### src/rtl/rmt_pkg.sv
// ----------------------------------------------------------------------------
// Ranging measure table package
// Shared types and constants for the ranging measure table unit.
// ----------------------------------------------------------------------------
package rmt_pkg;

	localparam int ANCHOR_SLOTS = 7;
	localparam logic [15:0] BROADCAST_ADDR = 16'hFFFF;

	// Operation codes carried in the opcode field.
	typedef enum logic [2:0] {
		OP_ADD      = 3'd0,
		OP_FIND     = 3'd1,
		OP_DEL_TAG  = 3'd2,
		OP_DEL_LAST = 3'd3,
		OP_DEL_ALL  = 3'd4,
		OP_NEXT     = 3'd5,
		OP_REWIND   = 3'd6
	} rmt_op_t;

	// One table entry as kept in the entry memory.
	typedef struct packed {
		logic [15:0]                   tag;
		logic [2:0]                    acnt;
		logic [ANCHOR_SLOTS-1:0][15:0] anchors;
	} rmt_entry_t;

	// Sequencer states.
	typedef enum logic [3:0] {
		ST_IDLE,
		ST_EXEC,
		ST_FIND_RD,
		ST_FIND_CMP,
		ST_DT_RD,
		ST_DT_CMP,
		ST_DT_CPRD,
		ST_DT_CPWR,
		ST_NEXT_OUT,
		ST_REPORT
	} rmt_state_t;

endpackage

### src/rtl/rmt_match.sv
// ----------------------------------------------------------------------------
// Entry match unit
// Tells whether an entry pairs two device addresses in either role.
// ----------------------------------------------------------------------------
module rmt_match
	import rmt_pkg::*;
(
	input  rmt_entry_t  entry,
	input  logic [15:0] addr_a,
	input  logic [15:0] addr_b,
	output logic        hit
);

	logic has_a;
	logic has_b;

	// Only the first acnt anchors take part in the compare.
	always_comb begin
		has_a = 1'b0;
		has_b = 1'b0;
		for (int k = 0; k < ANCHOR_SLOTS; k++) begin
			if (3'(k) < entry.acnt) begin
				if (entry.anchors[k] == addr_a) has_a = 1'b1;
				if (entry.anchors[k] == addr_b) has_b = 1'b1;
			end
		end
		hit = ((entry.tag == addr_a) && has_b) || ((entry.tag == addr_b) && has_a);
	end

endmodule
### config.mk
export PLATFORM = sky130hd
export DESIGN_NAME = rmt_match
export DESIGN_NICKNAME = d
export VERILOG_FILES = /design/src/rtl/rmt_pkg.sv /design/src/rtl/rmt_match.sv
export SDC_FILE = /design/constraint.sdc
export NUM_CORES = 1
export LEC_CHECK = 0
export BUFFER_PORTS_ARGS = -buffer_cell sky130_fd_sc_hd__buf_4
export CAP_MARGIN = 25
export CORE_MARGIN = 8
export CORE_UTILIZATION = 49
export DETAILED_ROUTE_END_ITERATION = 7
export GPL_ROUTABILITY_DRIVEN = 0
export MAX_ROUTING_LAYER = met4
export PLACE_DENSITY_LB_ADDON = 0.2
export REMOVE_ABC_BUFFERS = 1
export SLEW_MARGIN = 20
export SYNTH_ARGS = -nofsm -noshare
export SYNTH_HDL_FRONTEND = slang
export SYNTH_SLANG_ARGS = --single-unit
### constraint.sdc
create_clock -name vclk -period 1.8
set_input_delay 0.18 -clock vclk [all_inputs]
set_output_delay 0.18 -clock vclk [all_outputs]
set_load 0.02 [all_outputs]
==> results by group <==
Outcome
  – Outcome: finished with violations
  – Failing checks: setup timing

GRT
  – Tot GR Track Use: 34.07%
  – Number of global-route vias before repair: 4484
  – Largest net degree at the start of global routing: 9
  – Grt total ovfl: 0
  – First-pass GRT wire length: 23.14 mm
  – Antenna violations before repair: 0

Synth
  – Adder-cell share of the synthesized area: 0%
  – Mux share of post-synthesis cell area: 0%
  – Simple-Gate Fraction of Synth Area: 17.88%
  – Yosys warns: 0
  – Count of different cell masters after synthesis: 19
  – Mean post-synth cell area: about 8 um2
  – Mapped Cells: ~400
  – Main combinational cell family by area after synthesis: XOR/XNOR gates
  – Post-synthesis compound-gate area fraction: 2.741%
  – Post-Synth XOR/XNOR Area: between 70% and 80%
  – Mapped Area: roughly 3100 um2
  – Sequential area share after synthesis: 0%

Pwr
  – Power Density: between 200 and 300 nW/um2
  – P_leak: 2.300 nW
  – Power, Total: 1.312 mW
  – Max VDD drop: ~0.23 mV

STA
  – Worst slew pin tran: between 0.3 and 0.4 ns
  – Worst slew margin: 73.82%
  – Final setup margin: -0.1356 ns
  – Slew Limit Fails: 0
  – Unrepaired setup endpoints after global routing: yes
  – Final Hold Fails: 0
  – F_max: between 0.5 and 0.6 GHz
  – Finish-stage setup viols: 1
  – Final min period: between 1.5 and 2 ns
  – Final Cycle Share: 107.5%

Drt
  – Via count: around 4000
  – Final ANT Viol Nets: 0
  – Pre-antenna DRT Iters: 5
  – 1st-iter DRT viols: 257
  – # DRC: 0
  – WL final: ~16 mm
  – Vias per cell: 5.914
  – WL per Instance: around 24 um

Layout
  – Final-layout clock buffer total: 0
  – Final Cell Area: slightly above 5000 um2
  – Sequential cell count: 0
  – Fraction of final layout cells sized beyond drive strength 1: 43.59%
  – Number of diodes: 0
  – Post-Layout Cell Count: ~680
  – Area Growth Syn to Fin: 60.47%
  – Area of the multi-input gates: roughly 3000 um2
  – Fill cells: roughly 420
  – Final Util: 80.51%
  – Storage element area: 0 um2
  – Commonest non-fill, non-tap cell in the layout: buf_4
  – # nets final: about 770
  – Commonest cells after routing, fill and taps aside: buf_4, xor2_1, xnor2_1

Worst hold path
  – Worst hold stages: 6
  – Worst hold path type: in -> out

Critical path
  – CP Max Fanout: 4
  – Required @ worst endpoint: between 1.5 and 2 ns
  – Crit start category: input port
  – Critical path class: in -> out
  – Crit. End Element: output port
  – Crit path DAT: roughly 1.8 ns

Floorplanning
  – Die area: between 9000 and 10000 um2
  – Initial Util: between 50 and 60%
  – Core Area: between 6000 and 7000 um2
  – IO Pins: roughly 160
  – Chip Width: ~96 um
  – Cell row count: 29
  – Die Ht: a little under 100 um

Placed design
  – Place WS: -0.2156 ns
  – I/O Buffers: ~160
  – Area after DPL: a little under 5000 um2
  – Detailed placement HPWL: between 10 and 15 mm
  – Placed cells: around 680

Job
  – Max-cap violations: 0

Clock tree
  – Hold buffers post-CTS: 0
-- report_power, final --
group / total, mW / switching [mW] / internal [mW]
clock network: 0 / 0 / 0
registers: 0 / 0 / 0
logic: 1.31 / 0.648 / 0.664
-- worst max-delay path: stages --
cell     delay, ns
buf_6         0.11
buf_4         0.16
xor2_1        0.16
nor4_1        0.32
nand4_1       0.19
o32ai_2       0.14
nor4_1        0.09
o22ai_1       0.21
buf_4         0.18
-- path summary, 6_finish.rpt --
path	start	end	slack [ns]
setup / recovery	addr_a[8]	hit	-0.14
hold / removal	entry[130]	hit	0.99
-- Yosys cell counts --
library cell,n,share of area (%)
a21oi_1,1,0.16
buf_2,17,2.7
buf_4,4,0.95
buf_6,12,4.3
nand2_1,2,0.24
nand3_1,12,1.9
nand4_1,16,3.2
nor2_1,1,0.12
nor3_1,12,1.9
nor4_1,47,9.3
nor4_2,3,1.2
o21ai_0,2,0.32
o21ai_1,1,0.16
o22ai_1,4,0.79
o32ai_1,1,0.28
o32ai_2,2,1.0
xnor2_1,39,11
xor2_1,216,60
xor2_2,1,0.52
-- cell type report --
class / count / area share, %
multi-input combinational: 360 / 59.30
tap: 77 / 1.906
timing repair buffer: 241 / 38.80
-- metrics by stage --
stage | setup TNS (ns) | hold slack, ns
2_1_floorplan | 0 | 0.7192
3_3_place_gp | -0.2556 | 0.9927
3_5_place_dp | -0.2156 | 0.9709
4_1_cts | -0.08337 | 0.9721
5_1_grt | -0.2165 | 1.037
6_report | -0.1356 | 0.9937
-- metal layers --
metal	wire length [um]	part of all wire (%)	global-route usage, %
met4	1245	7.8	24.84
met2	7083	44	53.23
met3	1927	12	5.304
met1	5806	36	38.70
met5	0	0	-
-- logic make-up (layout without fill, tap and decap cells) --
kind of cell	Yosys count	count (layout)
compound gates	11	11
xor+xnor	256	256
buf+inv	33	241
simple gates	93	93
-- what timing repair did --
action | CTS | global route
cloned | 0 | 0
setup endpoints to repair | 1 | 1
gates resized for setup | 23 | 12
pin swaps | 28 | 8
buffers inserted | 2 | 1
No activity file was read; power rests on OpenSTA's default activity.
