### src/rtl/rmt_ram.sv
// ----------------------------------------------------------------------------
// Generic RAM
// One write port and one read port with registered read data.
// ----------------------------------------------------------------------------
module rmt_ram #(
	parameter int WIDTH = 8,
	parameter int DEPTH = 64
) (
	input  logic                                  clk,
	input  logic                                  we,
	input  logic [(DEPTH > 1 ? $clog2(DEPTH) : 1)-1:0] waddr,
	input  logic [WIDTH-1:0]                      wdata,
	input  logic [(DEPTH > 1 ? $clog2(DEPTH) : 1)-1:0] raddr,
	output logic [WIDTH-1:0]                      rdata
);

	logic [WIDTH-1:0] mem [DEPTH];

	// Write port and registered read port.
	always_ff @(posedge clk) begin
		if (we) begin
			mem[waddr] <= wdata;
		end
		rdata <= mem[raddr];
	end

endmodule

### config.mk
export PLATFORM = sky130hd
export DESIGN_NAME = rmt_ram
export DESIGN_NICKNAME = d
export VERILOG_FILES = /design/src/rtl/rmt_ram.sv
export SDC_FILE = /design/constraint.sdc
export NUM_CORES = 1
export LEC_CHECK = 0
export BUFFER_PORTS_ARGS = -buffer_cell sky130_fd_sc_hd__buf_2
export CORE_MARGIN = 1.5
export CORE_UTILIZATION = 40
export CTS_CLUSTER_SIZE = 25
export DETAILED_ROUTE_END_ITERATION = 10
export GPL_TIMING_DRIVEN = 0
export PLACE_DENSITY = 0.59
export SLEW_MARGIN = 20
export SYNTH_ARGS = -nofsm -noshare
export SYNTH_HDL_FRONTEND = slang
export SYNTH_SLANG_ARGS = --single-unit
### constraint.sdc
create_clock -name clk -period 3.1 [get_ports clk]
set_input_delay 0.31 -clock clk [delete_from_list [all_inputs] [get_ports clk]]
set_output_delay 0.31 -clock clk [all_outputs]
set_load 0.03 [all_outputs]
==> impl_metrics.ini, run 1 <==
[routing]
drt_iter0_markers = 1326
ant_nets = 0
wl_per_cell_um = 28.23
drt_pass1_iterations = 6
wl_um = 48820
num_vias = 9833
vias_per_cell = 5.687
drc = 0

[timing]
post-route-period-util_pct = 86.79
holdWs_ps = 166.1
final.min_clock_period_ps = 2690
fin_skew_ps = 24.29
rsz0062_at_grt = no
slew_violations = 0
finalSetupTns_ps = 0
slew_headroom_pct = 24.29
finalHoldViolations = 0
max_freq_mhz = 371.7
setup_viol = 0
tightest_slew_ps = 1132

[critical_path]
slowest_delay_ps = 840
cp_top_family = buffers and inverters
path_max_fanout = 10
setup.worst_path.end_class = register
cp.depth = 8
crit_slowest_cell = buf_1
path_cells = buf_4 > buf_2 > buf_1 > nand2_1 > o221ai_1 > nor2_1 > nor3_1 > o32ai_1
reg2reg_depth = 5
startpoint_type = input pin
path_class = in -> reg
cp.required_ps = 3500
cp.arrival_ps = 3090
cp_num_buf_inv = 3

[grt]
grt_pass1_vias = 9715
grt-busiest-layer = met2
use_met3_pct = 3.446
antenna_found_initial = 5
grt_util_met2_pct = 30.26
grt_usage_pct = 19.33
grt_max_degree = 65
grt-ovfl-total = 0
grt_pass1_wl_um = 69390
grt_use_met1_pct = 27.47

[cts]
cts_resized = 0
cts_tree = built
clkTransAtPathRegs_ps = 50
cts-buffers-inserted = 51
cts.sinks = 520
htree_levels = 2
postCtsSetupBuffers = 0
clockRootBuffer = clkbuf_16
clock_latency_ps = 590
clock_path_buffers = 3
cts_hold_buf = 0

[min_path]
min_path_cells = 2
hold_class = in -> reg

[power]
p_clk_share_pct = 41.1
p_int_uw = 11510
p_sw_share_pct = 21.16
p_comb_share_pct = 5.5
total_power_uw = 14590
p_per_area_nw_per_um2 = 641.7
ir_drop_mv = 0.3675
seqPwrFrac_pct = 53.4
leakagePower_uw = 0.007002
p_switching_uw = 3089

[yosys]
yosys_warnings = 0
syn-cell-area_um2 = 20170
synth-async-reset-ratio_pct = 0
synth.avg_cell_area_um2 = 21.45
synth-edff-count = 512
synth.distinct_cells = 40
synth_top_flop_cell = edfxtp_1
synth_cells = 940
syn_nets = 962
yosys_register_bits = 520
synth_seq_area_share_pct = 77.03

[flow_run]
maxCapViolations = 0

[floorplan]
initial_core_util_pct = 40.36
die_h_um = 227.5
core_um2 = 49970
die_area_um2 = 51770
io_pins = 30
die_w_um = 227.5
rows = 82

[final_layout]
num-fill-cells = 4183
fin_util_pct = 45.52
multi_input_area_um2 = 4325
syn_to_final_growth_pct = 12.77
drive_gt1_share_pct = 25.02
nNetsFinal = 1036
seqCellArea_um2 = 15530

[placement]
hpwlAfterDp_um = 30580
gp_congestion = 0.9446
io_buffer_count = 21

[outcome]
status = complete, no violations
power groups by stage:
stage | Combinational (uW) | Clock [uW] | Sequential (uW)
detailed placement | 802 | 0 | 7950
finish | 802 | 6000 | 7790
floorplan | 415 | 0 | 7970
global route | 845 | 6350 | 7800
CTS | 804 | 6080 | 7800
global placement | 793 | 0 | 7940
Yosys cell counts (all sizes together), types with 7 or more instances:
cell type / n / area (um^2)
o221ai: 8 / 70.07
dfxtp: 8 / 160.2
mux2i: 23 / 230.2
mux4: 126 / 2838
edfxtp: 512 / 15370
buf: 34 / 252.7
mux2: 13 / 146.4
nand2b: 7 / 43.79
o22ai: 8 / 50.05
clkbuf: 17 / 63.81
nor2: 83 / 311.6
nor3: 7 / 35.03
nor2b: 14 / 87.58
nand2: 19 / 71.32
nand3: 13 / 65.06
worst register-to-register path, cell delays in order (launching register included):
cell      delay, ps
edfxtp_1        370
mux4_2          480
mux2_2          310
o221a_2         290
nor3_1          320
o32ai_1         220
path summary, 6_finish.rpt:
| kind | start | slack [ps] | end |
|---|---|---|---|
| setup / recovery | raddr[1] | 410 | rdata[4] |
| hold / removal | raddr[5] | 170 | rdata[5] |
| setup reg to reg | mem[16][4] | 930 | rdata[4] |
| hold reg to reg | mem[6][7] | 1000 | rdata[7] |
layout make-up:
cell class	instances	area share (%)
multi-input cells	369	19.02
diodes	2	0.02201
clock buffers	73	6.107
repair buffers	21	0.5501
well taps	672	3.697
plain buffers	51	1.392
flip-flops and latches	520	68.31
clock inverters	21	0.9077
per-stage QoR:
step	worst slack, ps	std cells	area [um^2]
2_1_floorplan	1122	940	20170
3_3_place_gp	-44.32	1633	21110
3_5_place_dp	-109.1	1633	21130
4_1_cts	501.5	1727	22720
5_1_grt	307.0	1727	22740
6_report	409.5	1729	22740
placed cells by master (no fill, tap or decap), types with 4 or more instances in the layout:
cell and n:
buf_1 4, clkbuf_16 51, buf_6 4, nand2_1 19, clkbuf_1 36, o22ai_1 8, mux2_2 13, mux2i_1 23
bufinv_16 4, nor2_1 83, buf_2 24, a221oi_1 6, nand2b_1 7, nor3_1 5, nor2b_1 14, clkinv_1 5
mux4_2 126, clkinv_2 10, a211oi_1 4, edfxtp_1 512, nand3_1 13, dfxtp_1 8, o221ai_1 8, buf_4 21
sequential cells by signal, indices dropped and copies added (netlist names):
name,cells
mem,512
rdata,8
kinds of logic after synthesis:
kind of cell	count (synthesis)	share of synthesized area [%]
DFF	520	77.03
and+or+nand+nor	153	3.387
AOI/OAI and AO/OA	54	2.072
muxes	162	15.94
buffers and inverters	51	1.570
routing by layer:
| metal | wire [um] | vias to the layer above |
|---|---|---|
| li1 | - | 4075 |
| met1 | 20360 | 5213 |
| met2 | 22970 | 451 |
| met3 | 3892 | 90 |
| met4 | 1567 | 4 |
| met5 | 32 | - |
(Power assumes the default switching activity.)
==> run 2: changes to the inputs <==
CORE_ASPECT_RATIO = 0.8   (was default)
PLACE_DENSITY = default   (was 0.59)
PLACE_DENSITY_LB_ADDON = 0.25   (was default)
==> run 2 against run 1 <==
Non-clock buffer count grew 1. Core utilization grew 0.64 points. Sequential power is essentially flat. Highest routed layer unchanged. Clock skew grew 2.3 ps.
==> impl_metrics.ini, run 2 (synthesis gave the netlist of run 1 again) <==
[outcome]
status = complete, no violations

[final_layout]
syn_to_final_growth_pct = 13.93
fin_util_pct = 46.16
mostFrequentLayoutCell = edfxtp_1
largest_reg_flops = 512
largestRegisters = mem: 512 flops, rdata: 8 flops
drive_gt1_share_pct = 25.80
nNetsFinal = 1038
mostFrequentLayoutCells = 512 x edfxtp_1, 126 x mux4_2, 83 x nor2_1, 52 x clkbuf_16, 25 x buf_2
regMostFlops = mem

[placement]
gp_congestion = 0.8880
io_buffer_count = 21
hpwlAfterDp_um = 31690

[routing]
wl_um = 50070
wl_per_cell_um = 28.88
met1_length_um = 23390
ant_nets = 0
drt_iter0_markers = 1371
drc = 0
wl_met3_um = 4281
wl_met2_um = 21250
topRoutingLayerUsed = met5
num_vias = 9980
vias_per_cell = 5.755
drt_pass1_iterations = 5

[cts]
postCtsSetupBuffers = 0
cts_resized = 0
clock_path_buffers = 3
cts_tree = built
cts_hold_buf = 0
clockRootBuffer = clkbuf_16
cts.sinks = 520
clkTransAtPathRegs_ps = 60
htree_levels = 2
clock_latency_ps = 610
cts-buffers-inserted = 52

[floorplan]
initial_core_util_pct = 40.51
die_area_um2 = 51780
die_h_um = 203.8
core_um2 = 49780
io_pins = 30
die_w_um = 254.0
rows = 73

[critical_path]
cp.arrival_ps = 2980
r2r-end = rdata[4]
setup.worst_path.end_class = register
reg2reg_depth = 5
r2r_setup_slack_ps = 930
cp.required_ps = 3540
startpoint_type = input pin
path_class = in -> reg
path_max_fanout = 10
rr_startpoint = mem[20][4]

[timing]
holdWs_ps = 128.8
setup_viol = 0
tightest_slew_ps = 1019
fin_skew_ps = 26.56
post-route-period-util_pct = 81.76
final.min_clock_period_ps = 2535
rsz0062_at_grt = no
slew_headroom_pct = 31.82
max_freq_mhz = 394.5
slew_violations = 0
finalHoldViolations = 0

[power]
p_sw_share_pct = 21.26
p_per_area_nw_per_um2 = 666.4
seqPwrFrac_pct = 50.9
p_switching_uw = 3256
p_comb_share_pct = 5.3
leakagePower_uw = 0.007113
p_clk_share_pct = 43.8
ir_drop_mv = 0.4695
p_int_uw = 12060

[grt]
grt_usage_pct = 19.78
grt_pass1_wl_um = 71060
grt_max_degree = 65
grt-ovfl-total = 0
antenna_found_initial = 5
grt_pass1_vias = 9706

[min_path]
hold_class = in -> reg
hold_end = rdata[3]
min_path_cells = 2
hp-start = raddr[5]

[flow_run]
maxCapViolations = 0
run 2: cell types whose count changed in the layout (fill, tap and decap cells not counted), moves of 3 or more:
cell       change
clkbuf_8       -3
clkinv_1       +8
clkbuf_1      -14
bufinv_16      +7
run 2: metrics by stage:
stage,setup WS [ps],power (uW),cells,area [um^2],TNS [ps]
finish,565.4,15310,1734,22980,0
global route,434.0,15710,1733,22970,0
CTS,604.9,15420,1733,22960,0
detailed placement,-49.08,8761,1637,21150,-104.1
global placement,-38.78,8745,1636,21120,-88.79
floorplan,1122,8385,940,20170,0
run 2: how the worst max path moves through the flow:
| stage | to | slack [ps] | start | cells after the start |
|---|---|---|---|---|
| after floorplan | rdata[3] | 1120 | raddr[1] | 7 |
| after global placement | rdata[4] | -40 | raddr[1] | 8 |
| after detailed placement | rdata[6] | -50 | raddr[1] | 8 |
| after CTS | rdata[6] | 600 | raddr[1] | 8 |
| after global routing | rdata[4] | 430 | raddr[1] | 8 |
| final | rdata[5] | 570 | raddr[1] | 9 |
run 2: worst max-delay path, stage by stage:
cell and delay, ps:
buf_4 180, buf_2 510, buf_4 350, buf_2 390, mux4_2 380, mux2i_1 310
a21oi_1 120, o21ai_1 190, o41ai_1 200
run 2: metal layers:
layer / GRT usage, % / up-vias
li1: - / 4093
met1: 31.05 / 5362
met2: 27.21 / 451
met3: 4.725 / 72
met4: 5.910 / 2
met5: 0 / -
run 2: area by class of cell:
class / count / area (um^2)
Tap cell: 675 / 844.6
Sequential cell: 520 / 15530
Multi-Input combinational cell: 369 / 4325
Clock inverter: 39 / 490.5
Buffer: 51 / 316.6
Clock buffer: 57 / 1320
Fill cell: 4162 / 26800
Antenna cell: 1 / 2.502
Timing Repair Buffer: 22 / 142.6
run 2: power groups by stage:
| stage | clock, uW | sequential, uW | combinational [uW] |
|---|---|---|---|
| after CTS | 6810 | 7800 | 816 |
| after detailed placement | 0 | 7950 | 814 |
| after floorplan | 0 | 7970 | 415 |
| after global placement | 0 | 7950 | 799 |
| after global routing | 7060 | 7800 | 861 |
| final | 6700 | 7790 | 817 |
==> run 3: changes to the inputs <==
clock period = 2.5 ns   (was 3.1 ns; I/O delays follow)
==> run 3 against run 2 <==
Design area barely moved. Via count grew 0.54%. Register-to-register slack worse by 570 ps. First-iteration DRC count about the same. Die area did not move. Global-route usage unchanged. Hold slack worse by 59 ps. Combinational power is 25% higher. Largest cell class unchanged. Largest power group unchanged.
==> impl_metrics.ini, run 3 (synthesis gave the netlist of run 1 again) <==
[power]
ir_drop_mv = 0.5799
total_power_uw = 18990
leakagePower_uw = 0.007119
p_sw_share_pct = 21.25
seqPwrFrac_pct = 50.9
p_per_area_nw_per_um2 = 826.0
p_clk_share_pct = 43.7
p_comb_share_pct = 5.4
p_int_uw = 14950
p_switching_uw = 4034

[placement]
gp_congestion = 0.8880
hpwlAfterDp_um = 31690
io_buffer_count = 21

[floorplan]
initial_core_util_pct = 40.51
io_pins = 30
core_um2 = 49780
die_h_um = 203.8
rows = 73
die_area_um2 = 51780
die_w_um = 254.0

[grt]
grt_max_degree = 65
grt_pass1_vias = 9706
antenna_found_initial = 5
grt_pass1_wl_um = 71060
grt-busiest-layer = met1
grt_util_met2_pct = 27.21
grt_use_met1_pct = 31.05
use_met3_pct = 4.725
grt-ovfl-total = 0
grt_usage_pct = 19.78

[critical_path]
startpoint_type = input pin
cp.required_ps = 2950
setup.worst_path.end_class = register
path_class = in -> reg
path_cells = buf_4 > buf_2 > buf_4 > buf_2 > nand3_1 > o221ai_1 > a21oi_1 > o21ai_1 > o41ai_1
path_max_fanout = 10
slowest_delay_ps = 460
cp.arrival_ps = 2880
crit_slowest_cell = nand3_1
cp_num_buf_inv = 4
cp_top_family = buffers and inverters

[routing]
vias_per_cell = 5.790
drt_pass1_iterations = 6
ant_nets = 0
wl_per_cell_um = 28.89
drc = 0
num_vias = 10030
wl_um = 50070
drt_iter0_markers = 1370

[timing]
final.min_clock_period_ps = 2432
setup_viol = 0
tightest_slew_ps = 1034
post-route-period-util_pct = 97.26
fin_skew_ps = 23.62
rsz0062_at_grt = no
holdWs_ps = 69.75
finalHoldViolations = 0
slew_headroom_pct = 30.82
max_freq_mhz = 411.3
slew_violations = 0

[final_layout]
nNetsFinal = 1038
regMostFlops = mem
fin_util_pct = 46.18
drive_gt1_share_pct = 25.99
antennaDiodeCount = 0
largest_reg_flops = 512
mostFrequentLayoutCells = 512 x edfxtp_1, 126 x mux4_2, 83 x nor2_1, 52 x clkbuf_16, 24 x buf_2
mostFrequentLayoutCell = edfxtp_1
largestRegisters = mem: 512 flops, rdata: 8 flops
syn_to_final_growth_pct = 13.98

[outcome]
status = complete, no violations

[cts]
clock_latency_ps = 620
clkTransAtPathRegs_ps = 60
cts_tree = built
clock_path_buffers = 3
cts_hold_buf = 0
postCtsSetupBuffers = 0
cts.sinks = 520
clockRootBuffer = clkbuf_16
cts-buffers-inserted = 52
htree_levels = 2

[flow_run]
maxCapViolations = 0

[min_path]
hold_class = in -> reg
## run 3: cell types whose count changed in the layout (fill, tap and decap cells not counted), sizes merged
cell	previous run	this run
buf	56	54
clkbuf	74	76
diode	1	0
## run 3: metrics by stage
stage	area, um^2	setup TNS, ps	setup WS, ps	std cells
after floorplan	20170	0	582.3	940
after global placement	21120	-3873	-578.8	1636
after detailed placement	21150	-8447	-589.1	1637
after CTS	22960	0	64.88	1733
after global routing	22990	0	19.32	1733
final	22990	0	68.39	1733
## run 3: path summary, 6_finish.rpt
check	start	endpoint	slack (ps)	depth (start not counted)
min reg2reg	mem[22][1]	rdata[1]	1020	4
max reg2reg	mem[20][4]	rdata[4]	360	5
min	raddr[5]	rdata[3]	70	2
max	raddr[1]	rdata[5]	70	9
## run 3: layer usage
layer | up-vias | wire length (um)
met5 | - | 27
met4 | 4 | 1174
met3 | 78 | 4706
met2 | 499 | 21220
met1 | 5366 | 22950
li1 | 4087 | -
## run 3: timing repair
action / 4_1_cts / 5_1_grt
resized for setup: 0 / 4
setup endpoints to repair: 0 / 4
hold endpoints to repair: 0 / 0
## run 3: power groups by stage
stage	sequential [uW]	combinational (uW)	clock [uW]
after floorplan	9880	514	0
after global placement	9850	991	0
after detailed placement	9850	1010	0
after CTS	9670	1010	8440
after global routing	9670	1070	8750
final	9660	1020	8300
## run 3: layout make-up
cell class                 count  area [um^2]
buffer                        51        320.3
clock buffer                  57         1320
clock inverter                39        490.5
fill                        4165        26790
multi-input combinational    369         4333
sequential                   520        15530
tap                          675        844.6
timing repair buffer          22        142.6
## run 3: worst reg2reg max path, delay by kind of cell, from the launching register on
kind,cells,cell delay (ps)
mux,2,790
flops,1,360
simple gates,1,330
compound gates,2,500
